<file path="src/rtl/core/arp_pkg.sv">
// ----------------------------------------------------------------------------
// arp_pkg
// Shared constants, types and codes of the note arpeggiator.
// ----------------------------------------------------------------------------
package arp_pkg;

  localparam int MAX_HELD    = 8;
  localparam int MAX_OCTAVES = 4;
  localparam int SEMITONES   = 12;

  localparam int NOTE_W    = 7;
  localparam int ONOTE_W   = 8;
  localparam int SAMP_W    = 13;
  localparam int FRAC_W    = 8;
  localparam int WORD_W    = 32;
  localparam int CNT_W     = 33;
  localparam int OCT_W     = 3;
  localparam int MODE_W    = 3;
  localparam int CFG_IDX_W = 3;
  localparam int PRESS_W   = 8;

  localparam int HELD_W  = $clog2(MAX_HELD + 1);
  localparam int IDX_W   = (MAX_HELD > 1) ? $clog2(MAX_HELD) : 1;
  localparam int MAX_LEN = MAX_HELD * MAX_OCTAVES;
  localparam int LEN_W   = $clog2(MAX_LEN + 1);
  localparam int OCTQ_W  = (MAX_OCTAVES > 1) ? $clog2(MAX_OCTAVES) : 1;
  localparam int BIT_W   = $clog2(WORD_W);

  typedef logic [NOTE_W-1:0]    note_t;
  typedef logic [ONOTE_W-1:0]   onote_t;
  typedef logic [SAMP_W-1:0]    samp_t;
  typedef logic [WORD_W-1:0]    word_t;
  typedef logic [CNT_W-1:0]     cnt_t;
  typedef logic [OCT_W-1:0]     oct_t;
  typedef logic [MODE_W-1:0]    mode_t;
  typedef logic [CFG_IDX_W-1:0] cfg_idx_t;
  typedef logic [PRESS_W-1:0]   press_t;
  typedef logic [HELD_W-1:0]    held_cnt_t;
  typedef logic [IDX_W-1:0]     cell_idx_t;
  typedef logic [LEN_W-1:0]     len_t;
  typedef logic [OCTQ_W-1:0]    octq_t;
  typedef logic [BIT_W-1:0]     bit_cnt_t;

  typedef enum logic [1:0] {
    OP_TICK,
    OP_NOTE_ON,
    OP_NOTE_OFF,
    OP_ALL_OFF
  } op_t;

  localparam mode_t MODE_UP        = 3'd0;
  localparam mode_t MODE_DOWN      = 3'd1;
  localparam mode_t MODE_BOUNCE    = 3'd2;
  localparam mode_t MODE_BOUNCE_NR = 3'd3;
  localparam mode_t MODE_RANDOM    = 3'd4;
  localparam mode_t MODE_CHORD     = 3'd5;

  localparam cfg_idx_t CFG_ENABLED  = 3'd0;
  localparam cfg_idx_t CFG_MODE     = 3'd1;
  localparam cfg_idx_t CFG_OCTAVES  = 3'd2;
  localparam cfg_idx_t CFG_LATCH    = 3'd3;
  localparam cfg_idx_t CFG_STEP_LEN = 3'd4;
  localparam cfg_idx_t CFG_GATE_LEN = 3'd5;
  localparam cfg_idx_t CFG_SEED     = 3'd6;

  localparam oct_t  RST_OCTAVES  = 3'd1;
  localparam word_t RST_STEP_LEN = 32'd2822400;
  localparam word_t RST_GATE_LEN = 32'd1411200;
  localparam word_t RST_SEED     = 32'd1;

  localparam word_t LCG_MUL = 32'd1664525;
  localparam word_t LCG_INC = 32'd1013904223;

  typedef enum logic [3:0] {
    ST_IDLE,
    ST_PRESS,
    ST_RELEASE,
    ST_CLEAR,
    ST_TICK,
    ST_GATE,
    ST_LCG_MUL,
    ST_LCG_ADD,
    ST_MOD,
    ST_PLAY,
    ST_CHORD
  } arp_state_t;

  // command to the row of note cells
  typedef struct packed {
    logic      ins;
    logic      del;
    note_t     note;
    held_cnt_t count;
  } row_ctl_t;

endpackage

</file>
<file path="src/rtl/core/arp_in_if.sv">
// ----------------------------------------------------------------------------
// arp_in_if
// Input channel: operation, note and tick samples with valid/ready.
// ----------------------------------------------------------------------------
interface arp_in_if;
  import arp_pkg::*;

  logic  valid;
  logic  ready;
  op_t   operation;
  note_t note;
  samp_t tick_samples;

  modport source (output valid, output operation, output note, output tick_samples,
                  input ready);
  modport sink (input valid, input operation, input note, input tick_samples,
                output ready);
endinterface

</file>
<file path="src/rtl/core/arp_out_if.sv">
// ----------------------------------------------------------------------------
// arp_out_if
// Result channel: note events with valid/ready.
// ----------------------------------------------------------------------------
interface arp_out_if;
  import arp_pkg::*;

  logic   valid;
  logic   ready;
  onote_t out_note;
  logic   note_is_on;
  logic   last_event;

  modport source (output valid, output out_note, output note_is_on, output last_event,
                  input ready);
  modport sink (input valid, input out_note, input note_is_on, input last_event,
                output ready);
endinterface

</file>
<file path="src/rtl/core/arp_cfg_if.sv">
// ----------------------------------------------------------------------------
// arp_cfg_if
// Configuration write channel: register index and write data with valid/ready.
// ----------------------------------------------------------------------------
interface arp_cfg_if;
  import arp_pkg::*;

  logic     valid;
  logic     ready;
  cfg_idx_t index;
  word_t    wdata;

  modport source (output valid, output index, output wdata, input ready);
  modport sink (input valid, input index, input wdata, output ready);
endinterface

</file>
<file path="src/rtl/core/arp_cell.sv">
// ----------------------------------------------------------------------------
// arp_cell
// One slot of the sorted held-note row: keeps, takes the new note, or shifts
// from a neighbour on insert and delete.
// ----------------------------------------------------------------------------
module arp_cell (
  input  logic             clk,
  input  arp_pkg::row_ctl_t ctl,
  input  logic             occupied,
  input  arp_pkg::note_t   prev_note,
  input  logic             prev_below,
  input  logic             prev_hit,
  input  arp_pkg::note_t   next_note,
  output arp_pkg::note_t   held_note,
  output logic             below,
  output logic             hit
);
  import arp_pkg::*;

  note_t held_r;
  note_t held_nxt;

  always_comb begin
    below    = occupied && (held_r < ctl.note);
    hit      = prev_hit || (occupied && (held_r == ctl.note));
    held_nxt = held_r;
    if (ctl.ins) begin
      if (below) begin
        held_nxt = held_r;
      end else if (prev_below) begin
        held_nxt = ctl.note;
      end else begin
        held_nxt = prev_note;
      end
    end else if (ctl.del && hit) begin
      held_nxt = next_note;
    end
  end

  always_ff @(posedge clk) begin
    held_r <= held_nxt;
  end

  assign held_note = held_r;

endmodule

</file>
<file path="src/rtl/core/arp_cell_row.sv">
// ----------------------------------------------------------------------------
// arp_cell_row
// Chain of note cells holding the sorted held set, with one read port.
// ----------------------------------------------------------------------------
module arp_cell_row (
  input  logic               clk,
  input  arp_pkg::row_ctl_t  ctl,
  input  arp_pkg::cell_idx_t rd_idx,
  output arp_pkg::note_t     rd_note,
  output logic               found
);
  import arp_pkg::*;

  note_t held  [MAX_HELD];
  logic  below [MAX_HELD];
  logic  hit   [MAX_HELD];

  for (genvar i = 0; i < MAX_HELD; i++) begin : g_cell
    note_t prev_note;
    logic  prev_below;
    logic  prev_hit;
    note_t next_note;
    logic  occupied;

    if (i == 0) begin : g_first
      assign prev_note  = ctl.note;
      assign prev_below = 1'b1;
      assign prev_hit   = 1'b0;
    end else begin : g_inner
      assign prev_note  = held[i-1];
      assign prev_below = below[i-1];
      assign prev_hit   = hit[i-1];
    end

    if (i == MAX_HELD - 1) begin : g_last
      assign next_note = held[i];
    end else begin : g_mid
      assign next_note = held[i+1];
    end

    assign occupied = HELD_W'(i) < ctl.count;

    arp_cell u_cell (
      .clk        (clk),
      .ctl        (ctl),
      .occupied   (occupied),
      .prev_note  (prev_note),
      .prev_below (prev_below),
      .prev_hit   (prev_hit),
      .next_note  (next_note),
      .held_note  (held[i]),
      .below      (below[i]),
      .hit        (hit[i])
    );
  end

  assign rd_note = held[rd_idx];
  assign found   = hit[MAX_HELD-1];

endmodule

</file>
<file path="src/rtl/core/note_arpeggiator.sv">
// ----------------------------------------------------------------------------
// note_arpeggiator
// Note on, note off and all notes off are each done in their own work state.
// A tick checks the gate; then bounce modes play, chord mode gives one event a
// cycle when output is free, other modes use the 32-step serial remainder unit.
// One transaction is worked on at a time; results wait in an output register.
// Reset: synchronous rst_n restores register defaults and empties the held set.
// ----------------------------------------------------------------------------
module note_arpeggiator (
  input logic      clk,
  input logic      rst_n,
  arp_in_if.sink   in_ch,
  arp_out_if.source out_ch,
  arp_cfg_if.sink  cfg_ch
);
  import arp_pkg::*;

  arp_state_t state_r, state_nxt;

  // configuration
  logic  enabled_r, enabled_nxt;
  mode_t mode_r, mode_nxt;
  oct_t  octaves_r, octaves_nxt;
  logic  latch_r, latch_nxt;
  word_t step_len_r, step_len_nxt;
  word_t gate_len_r, gate_len_nxt;

  // play state
  held_cnt_t held_count_r, held_count_nxt;
  press_t    pressed_r, pressed_nxt;
  cnt_t      counter_r, counter_nxt;
  logic      sounding_r, sounding_nxt;
  onote_t    sounding_note_r, sounding_note_nxt;
  len_t      step_idx_r, step_idx_nxt;
  logic      going_up_r, going_up_nxt;
  word_t     lcg_r, lcg_nxt;

  // transaction and work registers
  op_t      op_r, op_nxt;
  note_t    note_r, note_nxt;
  samp_t    samples_r, samples_nxt;
  word_t    prod_r, prod_nxt;
  word_t    dividend_r, dividend_nxt;
  len_t     rem_r, rem_nxt;
  bit_cnt_t bit_r, bit_nxt;
  len_t     ci_r, ci_nxt;

  // output register
  logic   out_valid_r, out_valid_nxt;
  onote_t out_note_r, out_note_nxt;
  logic   out_on_r, out_on_nxt;
  logic   out_last_r, out_last_nxt;

  row_ctl_t  row_ctl;
  cell_idx_t rd_idx;
  note_t     rd_note;
  logic      found;

  oct_t       oct_eff;
  len_t       len;
  len_t       pos_raw;
  len_t       pos_eff;
  len_t       oct_base;
  octq_t      oct_q;
  len_t       rem_idx;
  onote_t     pat_note;
  logic       out_free;
  logic       cfg_wr;
  held_cnt_t  eff_count;
  logic       is_bounce;
  len_t       si_sat;
  logic [CNT_W:0] tick_add;
  logic [CNT_W:0] counter_sum;
  logic       gate_hit;
  logic       step_hit;
  logic [LEN_W:0] rem_shift;

  arp_cell_row u_row (
    .clk     (clk),
    .ctl     (row_ctl),
    .rd_idx  (rd_idx),
    .rd_note (rd_note),
    .found   (found)
  );

  assign in_ch.ready       = (state_r == ST_IDLE);
  assign cfg_ch.ready      = 1'b1;
  assign out_ch.valid      = out_valid_r;
  assign out_ch.out_note   = out_note_r;
  assign out_ch.note_is_on = out_on_r;
  assign out_ch.last_event = out_last_r;

  assign out_free = !out_valid_r || out_ch.ready;
  assign cfg_wr   = cfg_ch.valid && cfg_ch.ready;

  // pattern length and note lookup
  always_comb begin
    if (octaves_r == '0) begin
      oct_eff = oct_t'(1);
    end else if (octaves_r > oct_t'(MAX_OCTAVES)) begin
      oct_eff = oct_t'(MAX_OCTAVES);
    end else begin
      oct_eff = octaves_r;
    end
    len = len_t'(held_count_r) * len_t'(oct_eff);

    is_bounce = (mode_r == MODE_BOUNCE) || (mode_r == MODE_BOUNCE_NR);
    si_sat    = (step_idx_r >= len) ? len - len_t'(1) : step_idx_r;

    if (state_r == ST_CHORD) begin
      pos_raw = ci_r;
    end else if (is_bounce) begin
      pos_raw = si_sat;
    end else begin
      pos_raw = rem_r;
    end
    pos_eff = (mode_r == MODE_DOWN) ? len - len_t'(1) - pos_raw : pos_raw;

    oct_q = '0;
    for (int k = 1; k < MAX_OCTAVES; k++) begin
      oct_base = len_t'(k) * len_t'(held_count_r);
      if (pos_eff >= oct_base) begin
        oct_q = octq_t'(k);
      end
    end
    rem_idx  = pos_eff - len_t'(oct_q) * len_t'(held_count_r);
    rd_idx   = cell_idx_t'(rem_idx);
    pat_note = onote_t'(rd_note) + onote_t'(SEMITONES) * onote_t'(oct_q);
  end

  always_comb begin
    tick_add    = (CNT_W+1)'({samples_r, {FRAC_W{1'b0}}});
    counter_sum = {1'b0, counter_r} + tick_add;
    gate_hit    = sounding_r && (counter_r >= CNT_W'(gate_len_r));
    step_hit    = counter_r >= CNT_W'(step_len_r);
    rem_shift   = {rem_r, dividend_r[WORD_W-1]};
    eff_count   = (latch_r && (pressed_r == '0)) ? '0 : held_count_r;
  end

  // next state and datapath
  always_comb begin
    state_nxt         = state_r;
    enabled_nxt       = enabled_r;
    mode_nxt          = mode_r;
    octaves_nxt       = octaves_r;
    latch_nxt         = latch_r;
    step_len_nxt      = step_len_r;
    gate_len_nxt      = gate_len_r;
    held_count_nxt    = held_count_r;
    pressed_nxt       = pressed_r;
    counter_nxt       = counter_r;
    sounding_nxt      = sounding_r;
    sounding_note_nxt = sounding_note_r;
    step_idx_nxt      = step_idx_r;
    going_up_nxt      = going_up_r;
    lcg_nxt           = lcg_r;
    op_nxt            = op_r;
    note_nxt          = note_r;
    samples_nxt       = samples_r;
    prod_nxt          = prod_r;
    dividend_nxt      = dividend_r;
    rem_nxt           = rem_r;
    bit_nxt           = bit_r;
    ci_nxt            = ci_r;
    out_valid_nxt     = out_valid_r && !out_ch.ready;
    out_note_nxt      = out_note_r;
    out_on_nxt        = out_on_r;
    out_last_nxt      = out_last_r;

    row_ctl.ins   = 1'b0;
    row_ctl.del   = 1'b0;
    row_ctl.note  = note_r;
    row_ctl.count = held_count_r;

    if (cfg_wr) begin
      case (cfg_ch.index)
        CFG_ENABLED:  enabled_nxt  = cfg_ch.wdata[0];
        CFG_MODE:     mode_nxt     = cfg_ch.wdata[MODE_W-1:0];
        CFG_OCTAVES:  octaves_nxt  = cfg_ch.wdata[OCT_W-1:0];
        CFG_LATCH:    latch_nxt    = cfg_ch.wdata[0];
        CFG_STEP_LEN: step_len_nxt = cfg_ch.wdata;
        CFG_GATE_LEN: gate_len_nxt = cfg_ch.wdata;
        CFG_SEED:     lcg_nxt      = cfg_ch.wdata;
        default:      ;
      endcase
    end

    case (state_r)
      ST_IDLE: begin
        if (in_ch.valid) begin
          op_nxt      = in_ch.operation;
          note_nxt    = in_ch.note;
          samples_nxt = in_ch.tick_samples;
          case (in_ch.operation)
            OP_TICK:     state_nxt = ST_TICK;
            OP_NOTE_ON:  state_nxt = ST_PRESS;
            OP_NOTE_OFF: state_nxt = ST_RELEASE;
            OP_ALL_OFF:  state_nxt = ST_CLEAR;
            default:     state_nxt = ST_IDLE;
          endcase
        end
      end

      ST_PRESS: begin
        if (pressed_r != '1) begin
          pressed_nxt = pressed_r + press_t'(1);
        end
        row_ctl.count  = eff_count;
        row_ctl.ins    = !found && (eff_count < held_cnt_t'(MAX_HELD));
        held_count_nxt = row_ctl.ins ? eff_count + held_cnt_t'(1) : eff_count;
        if (row_ctl.ins && (eff_count == '0)) begin
          counter_nxt  = CNT_W'(step_len_r);
          sounding_nxt = 1'b0;
          step_idx_nxt = '0;
          going_up_nxt = 1'b1;
        end
        state_nxt = ST_IDLE;
      end

      ST_RELEASE: begin
        if (pressed_r != '0) begin
          pressed_nxt = pressed_r - press_t'(1);
        end
        if (!latch_r) begin
          row_ctl.del = 1'b1;
          if (found) begin
            held_count_nxt = held_count_r - held_cnt_t'(1);
          end
        end
        state_nxt = ST_IDLE;
      end

      ST_CLEAR: begin
        pressed_nxt    = '0;
        held_count_nxt = '0;
        counter_nxt    = '0;
        sounding_nxt   = 1'b0;
        step_idx_nxt   = '0;
        going_up_nxt   = 1'b1;
        state_nxt      = ST_IDLE;
      end

      ST_TICK: begin
        if (!enabled_r || (len == '0)) begin
          if (!sounding_r) begin
            state_nxt = ST_IDLE;
          end else if (out_free) begin
            out_valid_nxt = 1'b1;
            out_note_nxt  = sounding_note_r;
            out_on_nxt    = 1'b0;
            out_last_nxt  = 1'b1;
            sounding_nxt  = 1'b0;
            state_nxt     = ST_IDLE;
          end
        end else begin
          counter_nxt = counter_sum[CNT_W] ? '1 : counter_sum[CNT_W-1:0];
          state_nxt   = ST_GATE;
        end
      end

      ST_GATE: begin
        if (!gate_hit || out_free) begin
          if (gate_hit) begin
            out_valid_nxt = 1'b1;
            out_note_nxt  = sounding_note_r;
            out_on_nxt    = 1'b0;
            out_last_nxt  = !step_hit;
            sounding_nxt  = 1'b0;
          end
          if (step_hit) begin
            counter_nxt  = counter_r - CNT_W'(step_len_r);
            ci_nxt       = '0;
            rem_nxt      = '0;
            bit_nxt      = '1;
            dividend_nxt = word_t'(step_idx_r);
            if (mode_r == MODE_CHORD) begin
              state_nxt = ST_CHORD;
            end else if (is_bounce) begin
              state_nxt = ST_PLAY;
            end else if (mode_r == MODE_RANDOM) begin
              state_nxt = ST_LCG_MUL;
            end else begin
              state_nxt = ST_MOD;
            end
          end else begin
            state_nxt = ST_IDLE;
          end
        end
      end

      ST_LCG_MUL: begin
        prod_nxt  = lcg_r * LCG_MUL;
        state_nxt = ST_LCG_ADD;
      end

      ST_LCG_ADD: begin
        lcg_nxt      = prod_r + LCG_INC;
        dividend_nxt = prod_r + LCG_INC;
        state_nxt    = ST_MOD;
      end

      ST_MOD: begin
        if (rem_shift >= {1'b0, len}) begin
          rem_nxt = LEN_W'(rem_shift - {1'b0, len});
        end else begin
          rem_nxt = LEN_W'(rem_shift);
        end
        dividend_nxt = {dividend_r[WORD_W-2:0], 1'b0};
        bit_nxt      = bit_r - bit_cnt_t'(1);
        if (bit_r == '0) begin
          state_nxt = ST_PLAY;
        end
      end

      ST_PLAY: begin
        if (out_free) begin
          out_valid_nxt     = 1'b1;
          out_note_nxt      = pat_note;
          out_on_nxt        = 1'b1;
          out_last_nxt      = 1'b1;
          sounding_nxt      = 1'b1;
          sounding_note_nxt = pat_note;
          if (is_bounce) begin
            if (going_up_r) begin
              if (si_sat + len_t'(1) >= len) begin
                going_up_nxt = 1'b0;
                if (mode_r == MODE_BOUNCE) begin
                  step_idx_nxt = len - len_t'(1);
                end else begin
                  step_idx_nxt = (len >= len_t'(2)) ? len - len_t'(2) : '0;
                end
              end else begin
                step_idx_nxt = si_sat + len_t'(1);
              end
            end else if (si_sat == '0) begin
              step_idx_nxt = (mode_r == MODE_BOUNCE) ? len_t'(0) : len_t'(1);
              going_up_nxt = 1'b1;
            end else begin
              step_idx_nxt = si_sat - len_t'(1);
            end
          end else if (mode_r != MODE_RANDOM) begin
            step_idx_nxt = (rem_r + len_t'(1) == len) ? '0 : rem_r + len_t'(1);
          end
          state_nxt = ST_IDLE;
        end
      end

      ST_CHORD: begin
        if (out_free) begin
          out_valid_nxt = 1'b1;
          out_note_nxt  = pat_note;
          out_on_nxt    = 1'b1;
          out_last_nxt  = (ci_r == len - len_t'(1));
          if (ci_r == '0) begin
            sounding_nxt      = 1'b1;
            sounding_note_nxt = pat_note;
          end
          ci_nxt = ci_r + len_t'(1);
          if (ci_r == len - len_t'(1)) begin
            state_nxt = ST_IDLE;
          end
        end
      end

      default: state_nxt = ST_IDLE;
    endcase
  end

  always_ff @(posedge clk) begin
    if (!rst_n) begin
      state_r      <= ST_IDLE;
      enabled_r    <= 1'b1;
      mode_r       <= MODE_UP;
      octaves_r    <= RST_OCTAVES;
      latch_r      <= 1'b0;
      step_len_r   <= RST_STEP_LEN;
      gate_len_r   <= RST_GATE_LEN;
      held_count_r <= '0;
      pressed_r    <= '0;
      counter_r    <= '0;
      sounding_r   <= 1'b0;
      step_idx_r   <= '0;
      going_up_r   <= 1'b1;
      lcg_r        <= RST_SEED;
      out_valid_r  <= 1'b0;
    end else begin
      state_r      <= state_nxt;
      enabled_r    <= enabled_nxt;
      mode_r       <= mode_nxt;
      octaves_r    <= octaves_nxt;
      latch_r      <= latch_nxt;
      step_len_r   <= step_len_nxt;
      gate_len_r   <= gate_len_nxt;
      held_count_r <= held_count_nxt;
      pressed_r    <= pressed_nxt;
      counter_r    <= counter_nxt;
      sounding_r   <= sounding_nxt;
      step_idx_r   <= step_idx_nxt;
      going_up_r   <= going_up_nxt;
      lcg_r        <= lcg_nxt;
      out_valid_r  <= out_valid_nxt;
    end
  end

  // payload registers
  always_ff @(posedge clk) begin
    sounding_note_r <= sounding_note_nxt;
    op_r            <= op_nxt;
    note_r          <= note_nxt;
    samples_r       <= samples_nxt;
    prod_r          <= prod_nxt;
    dividend_r      <= dividend_nxt;
    rem_r           <= rem_nxt;
    bit_r           <= bit_nxt;
    ci_r            <= ci_nxt;
    out_note_r      <= out_note_nxt;
    out_on_r        <= out_on_nxt;
    out_last_r      <= out_last_nxt;
  end

endmodule
</file>
<file path="src/flat_wrapper.sv">
// flat-port wrapper written by rule: the top's interface ports become plain ports
module note_arpeggiator_flat import arp_pkg::*;
  (clk, rst_n, in_ch_valid, in_ch_operation, in_ch_note, in_ch_tick_samples, in_ch_ready, out_ch_valid, out_ch_out_note, out_ch_note_is_on, out_ch_last_event, out_ch_ready, cfg_ch_valid, cfg_ch_index, cfg_ch_wdata, cfg_ch_ready);
  arp_in_if in_ch_i ();
  arp_out_if out_ch_i ();
  arp_cfg_if cfg_ch_i ();
  input logic clk;
  input logic rst_n;
  input wire logic [$bits(in_ch_i.valid)-1:0] in_ch_valid;
  input wire logic [$bits(in_ch_i.operation)-1:0] in_ch_operation;
  input wire logic [$bits(in_ch_i.note)-1:0] in_ch_note;
  input wire logic [$bits(in_ch_i.tick_samples)-1:0] in_ch_tick_samples;
  output wire logic [$bits(in_ch_i.ready)-1:0] in_ch_ready;
  output wire logic [$bits(out_ch_i.valid)-1:0] out_ch_valid;
  output wire logic [$bits(out_ch_i.out_note)-1:0] out_ch_out_note;
  output wire logic [$bits(out_ch_i.note_is_on)-1:0] out_ch_note_is_on;
  output wire logic [$bits(out_ch_i.last_event)-1:0] out_ch_last_event;
  input wire logic [$bits(out_ch_i.ready)-1:0] out_ch_ready;
  input wire logic [$bits(cfg_ch_i.valid)-1:0] cfg_ch_valid;
  input wire logic [$bits(cfg_ch_i.index)-1:0] cfg_ch_index;
  input wire logic [$bits(cfg_ch_i.wdata)-1:0] cfg_ch_wdata;
  output wire logic [$bits(cfg_ch_i.ready)-1:0] cfg_ch_ready;
  assign in_ch_i.valid = in_ch_valid;
  assign in_ch_i.operation = in_ch_operation;
  assign in_ch_i.note = in_ch_note;
  assign in_ch_i.tick_samples = in_ch_tick_samples;
  assign in_ch_ready = in_ch_i.ready;
  assign out_ch_valid = out_ch_i.valid;
  assign out_ch_out_note = out_ch_i.out_note;
  assign out_ch_note_is_on = out_ch_i.note_is_on;
  assign out_ch_last_event = out_ch_i.last_event;
  assign out_ch_i.ready = out_ch_ready;
  assign cfg_ch_i.valid = cfg_ch_valid;
  assign cfg_ch_i.index = cfg_ch_index;
  assign cfg_ch_i.wdata = cfg_ch_wdata;
  assign cfg_ch_ready = cfg_ch_i.ready;
  note_arpeggiator u_core (.clk(clk), .rst_n(rst_n), .in_ch(in_ch_i), .out_ch(out_ch_i), .cfg_ch(cfg_ch_i));
endmodule
</file>
<file path="config.mk">
export PLATFORM = sky130hd
export DESIGN_NAME = note_arpeggiator_flat
export DESIGN_NICKNAME = d
export VERILOG_FILES = /design/src/rtl/core/arp_pkg.sv /design/src/rtl/core/arp_in_if.sv /design/src/rtl/core/arp_out_if.sv /design/src/rtl/core/arp_cfg_if.sv /design/src/rtl/core/arp_cell.sv /design/src/rtl/core/arp_cell_row.sv /design/src/rtl/core/note_arpeggiator.sv /design/src/flat_wrapper.sv
export SDC_FILE = /design/constraint.sdc
export NUM_CORES = 2
export LEC_CHECK = 0
export BUFFER_PORTS_ARGS = -buffer_cell sky130_fd_sc_hd__buf_2
export CAP_MARGIN = 40
export CORE_UTILIZATION = 45
export CTS_CLUSTER_SIZE = 20
export DETAILED_ROUTE_END_ITERATION = 8
export MAX_ROUTING_LAYER = met4
export SLEW_MARGIN = 40
export SYNTH_ARGS = -nofsm -noshare
export SYNTH_HDL_FRONTEND = slang
export SYNTH_HIERARCHICAL = 1
export SYNTH_SLANG_ARGS = --single-unit
</file>
<file path="constraint.sdc">
create_clock -name clk -period 10.7 [get_ports clk]
set_clock_uncertainty 0.2 [all_clocks]
set_input_delay 1.605 -clock clk [delete_from_list [all_inputs] [get_ports clk]]
set_output_delay 1.605 -clock clk [all_outputs]
set_load 0.05 [all_outputs]
</file>
==> flow_metrics.env <==
export IMPL_grt_pass1_wl_um=137000
export IMPL_end_kind="flop"
export IMPL_status="finished, final reports clean"
export IMPL_antenna_found_initial=1
export IMPL_leakage_uw=0.0146
export IMPL_fin_cells=4206
export IMPL_syn_nets=3821
export IMPL_grt_max_degree=79
export IMPL_cp_arrival_ns=10.20
export IMPL_chipWidth_um=260
export IMPL_place_inst=4119
export IMPL_yosysTopAreaCell="edfxtp_1"
export IMPL_path_max_fanout=14
export IMPL_die_area_mm2=0.0677
export IMPL_min_period_over_period=0.941
export IMPL_rsz0062_at_grt="no"
export IMPL_num_rows=94
export IMPL_worst_pin_slew_ns=0.870
export IMPL_netlist_area_mm2=0.0300
export IMPL_seq_area_frac_synth=0.283
export IMPL_core_area_mm2=0.0659
export IMPL_regArea_mm2=0.00850
export IMPL_drive_above_1_share=0.0964
export IMPL_gp_congestion=0.960
export IMPL_hold_viol_final=0
export IMPL_final_common_cell="inv_1"
export IMPL_grtUsageTotal=0.269
export IMPL_netlist_area_leader_share=0.175
export IMPL_dpl_worst_slack_ns=0.327
export IMPL_hp_class="reg2reg"
export IMPL_cellPowerDensity_mw_per_mm2=125
export IMPL_tns_ns=0
export IMPL_areaGrowthSynthToFinish_pct=9.68
export IMPL_cts_tree="yes"
export IMPL_worstHoldStart="u_core/gate_len_r[12]"
export IMPL_slowest_delay_ns=0.54
export IMPL_synth_edff_count=175
export IMPL_cts_root_buf="clkbuf_16"
export IMPL_ir_worst_vdd_mv=0.147
export IMPL_drt_pass1_iterations=5
export IMPL_relSlewSlack=0.405
export IMPL_crit_top_cell="ha_1"
export IMPL_ys_async_sr_fraction=0
export IMPL_vias=24000
export IMPL_port_buffers=73
export IMPL_htreeDepth=2
export IMPL_route_detailed_drc=0
export IMPL_required_ns=10.84
export IMPL_synth_area_leaders="edfxtp_1 (18%), ha_1 (15%), dfxtp_1 (11%)"
export IMPL_synth_ff_type="edfxtp_1"
export IMPL_hold_slack_ns=0.252
export IMPL_yosys_warnings=6
export IMPL_finalWirelength_um=88800
export IMPL_first_iter_violations=1817
export IMPL_ys_ff_latch=337
export IMPL_syn_avg_cell_area_um2=9.21
export IMPL_cts_buffer_depth=3
export IMPL_setup_viol=0
export IMPL_layout_common_cells="inv_1 (413), ha_1 (360), nand2_1 (306), a21oi_1 (270), nor2_1 (225)"
export IMPL_path_clk_slew_ns=0.06
export IMPL_maxCapViolCount=0
export IMPL_clkSinkCount=337
export IMPL_drv_slew=0
export IMPL_multiInputGateArea_mm2=0.0195
export IMPL_detail_route_vias_per_cell=5.72
export IMPL_grt_overflow=0
export IMPL_dp_hpwl_um=68400
export IMPL_ant_nets=0
export IMPL_setup_slack_ns=0.635
export IMPL_post_route_util=0.499
export IMPL_min_period_ns=10.06
export IMPL_timing_worst_setup_path_type="reg2reg"
export IMPL_fin_nets=3871
export IMPL_start_kind="flop"
export IMPL_syn_inst=3256
export IMPL_clock_latency_ns=0.61
export IMPL_start_util=0.455
export IMPL_route_detailed_wl_per_inst_um=21.1
export IMPL_cp_slowest_cell="fa_1"
export IMPL_ys_types=95
export IMPL_grt_pass1_vias=23700
export IMPL_r2r_start="u_core/octaves_r[0]"
export IMPL_cts_made_buffers=43
export IMPL_n_fill_cell=6116
export IMPL_timing_critical_path_from="u_core/octaves_r[0]"
export IMPL_fmax_ghz=0.0994
export IMPL_floorplan_die_height_um=260
export IMPL_io_pins=75
==> final timing paths <==
kind / end / slack, ns / depth (start not counted)
max: u_core/out_ch.out_note[6] / 0.64 / 43
min: u_core/gate_len_r[12] / 0.25 / 2
min reg2reg: u_core/gate_len_r[12] / 0.25 / 2
max reg2reg: u_core/out_ch.out_note[6] / 0.64 / 43
==> synth_stat cells (all sizes together) (37+ instances only) <==
cell / count
dfxtp: 162
ha: 360
a21oi: 288
inv: 415
clkbuf: 88
o21ai: 124
nand2: 307
xor2: 51
mux2i: 101
nor2: 232
xnor2: 120
nor3: 37
edfxtp: 175
a21o: 82
fa: 143
==> flip-flops by register name (all words and copies together), names as in the netlist, 8 cells and up <==
register	count
u_core/prod_r	32
u_core/lcg_r	32
u_core/gate_len_r	32
u_core/samples_r	13
u_core/step_len_r	32
u_core/counter_r	33
u_core/pressed_r	8
u_core/dividend_r	32
u_core/sounding_note_r	8
u_core/out_ch.out_note	8
u_core/u_row/g_cell.u_cell/held_note	56
==> cell type report <==
| type | instances | area share |
|---|---|---|
| sequential | 337 | 0.258 |
| inverter | 416 | 0.0476 |
| timing repair buffer | 123 | 0.0229 |
| multi-input combinational | 2385 | 0.593 |
| antenna | 1 | 0.0000761 |
| clock inverter | 21 | 0.00719 |
| tap | 864 | 0.0329 |
| clock buffer | 59 | 0.0377 |
==> report_power, final <==
| group | leakage (uW) | internal [uW] | total (uW) | switching, uW |
|---|---|---|---|---|
| combinational | 0.0110 | 446 | 1110 | 668 |
| sequential | 0.00285 | 1420 | 1480 | 57.8 |
| clock | 0.000735 | 893 | 1510 | 614 |
==> layer usage <==
metal	wire length (um)	GRT usage	up-vias
li1	-	-	11500
met1	39600	0.353	11700
met2	42100	0.436	722
met3	4770	0.0327	152
met4	2250	0.0724	0
met5	0	-	-
==> repair_timing <==
| action | in CTS | in global routing |
|---|---|---|
| gates resized for setup | 0 | 9 |
| setup endpoints to repair | 0 | 9 |
| hold buffers | 0 | 0 |
| setup buffers | 0 | 4 |
==> critical path, delay by kind of cell (launching register included) <==
| family | cells | cell delay (ns) |
|---|---|---|
| AO/OA/AOI/OAI | 13 | 2.78 |
| adder cells (fa/ha/maj) | 11 | 3.65 |
| multiplexers | 3 | 0.82 |
| buffers and inverters | 5 | 0.56 |
| AND/OR/NAND/NOR | 6 | 0.77 |
| flip-flops | 1 | 0.33 |
| XOR/XNOR | 5 | 0.71 |
==> cell families after synthesis <==
family          after synthesis  share of synthesized area
simple gates                801                      0.122
compound gates              752                      0.166
buf+inv                     534                     0.0689
fa+ha+maj                   507                      0.247
flops                       337                      0.283
xor+xnor                    171                     0.0505
mux                         151                     0.0609
other cells                   3                   0.000376
==> stage by stage <==
step	total power (uW)	instance area, um^2
2_1_floorplan	2280	30000
3_3_place_gp	2590	31300
3_5_place_dp	2600	31300
4_1_cts	4130	32800
5_1_grt	4290	32900
6_report	4100	32900
Power figures use the tool's default switching activity.
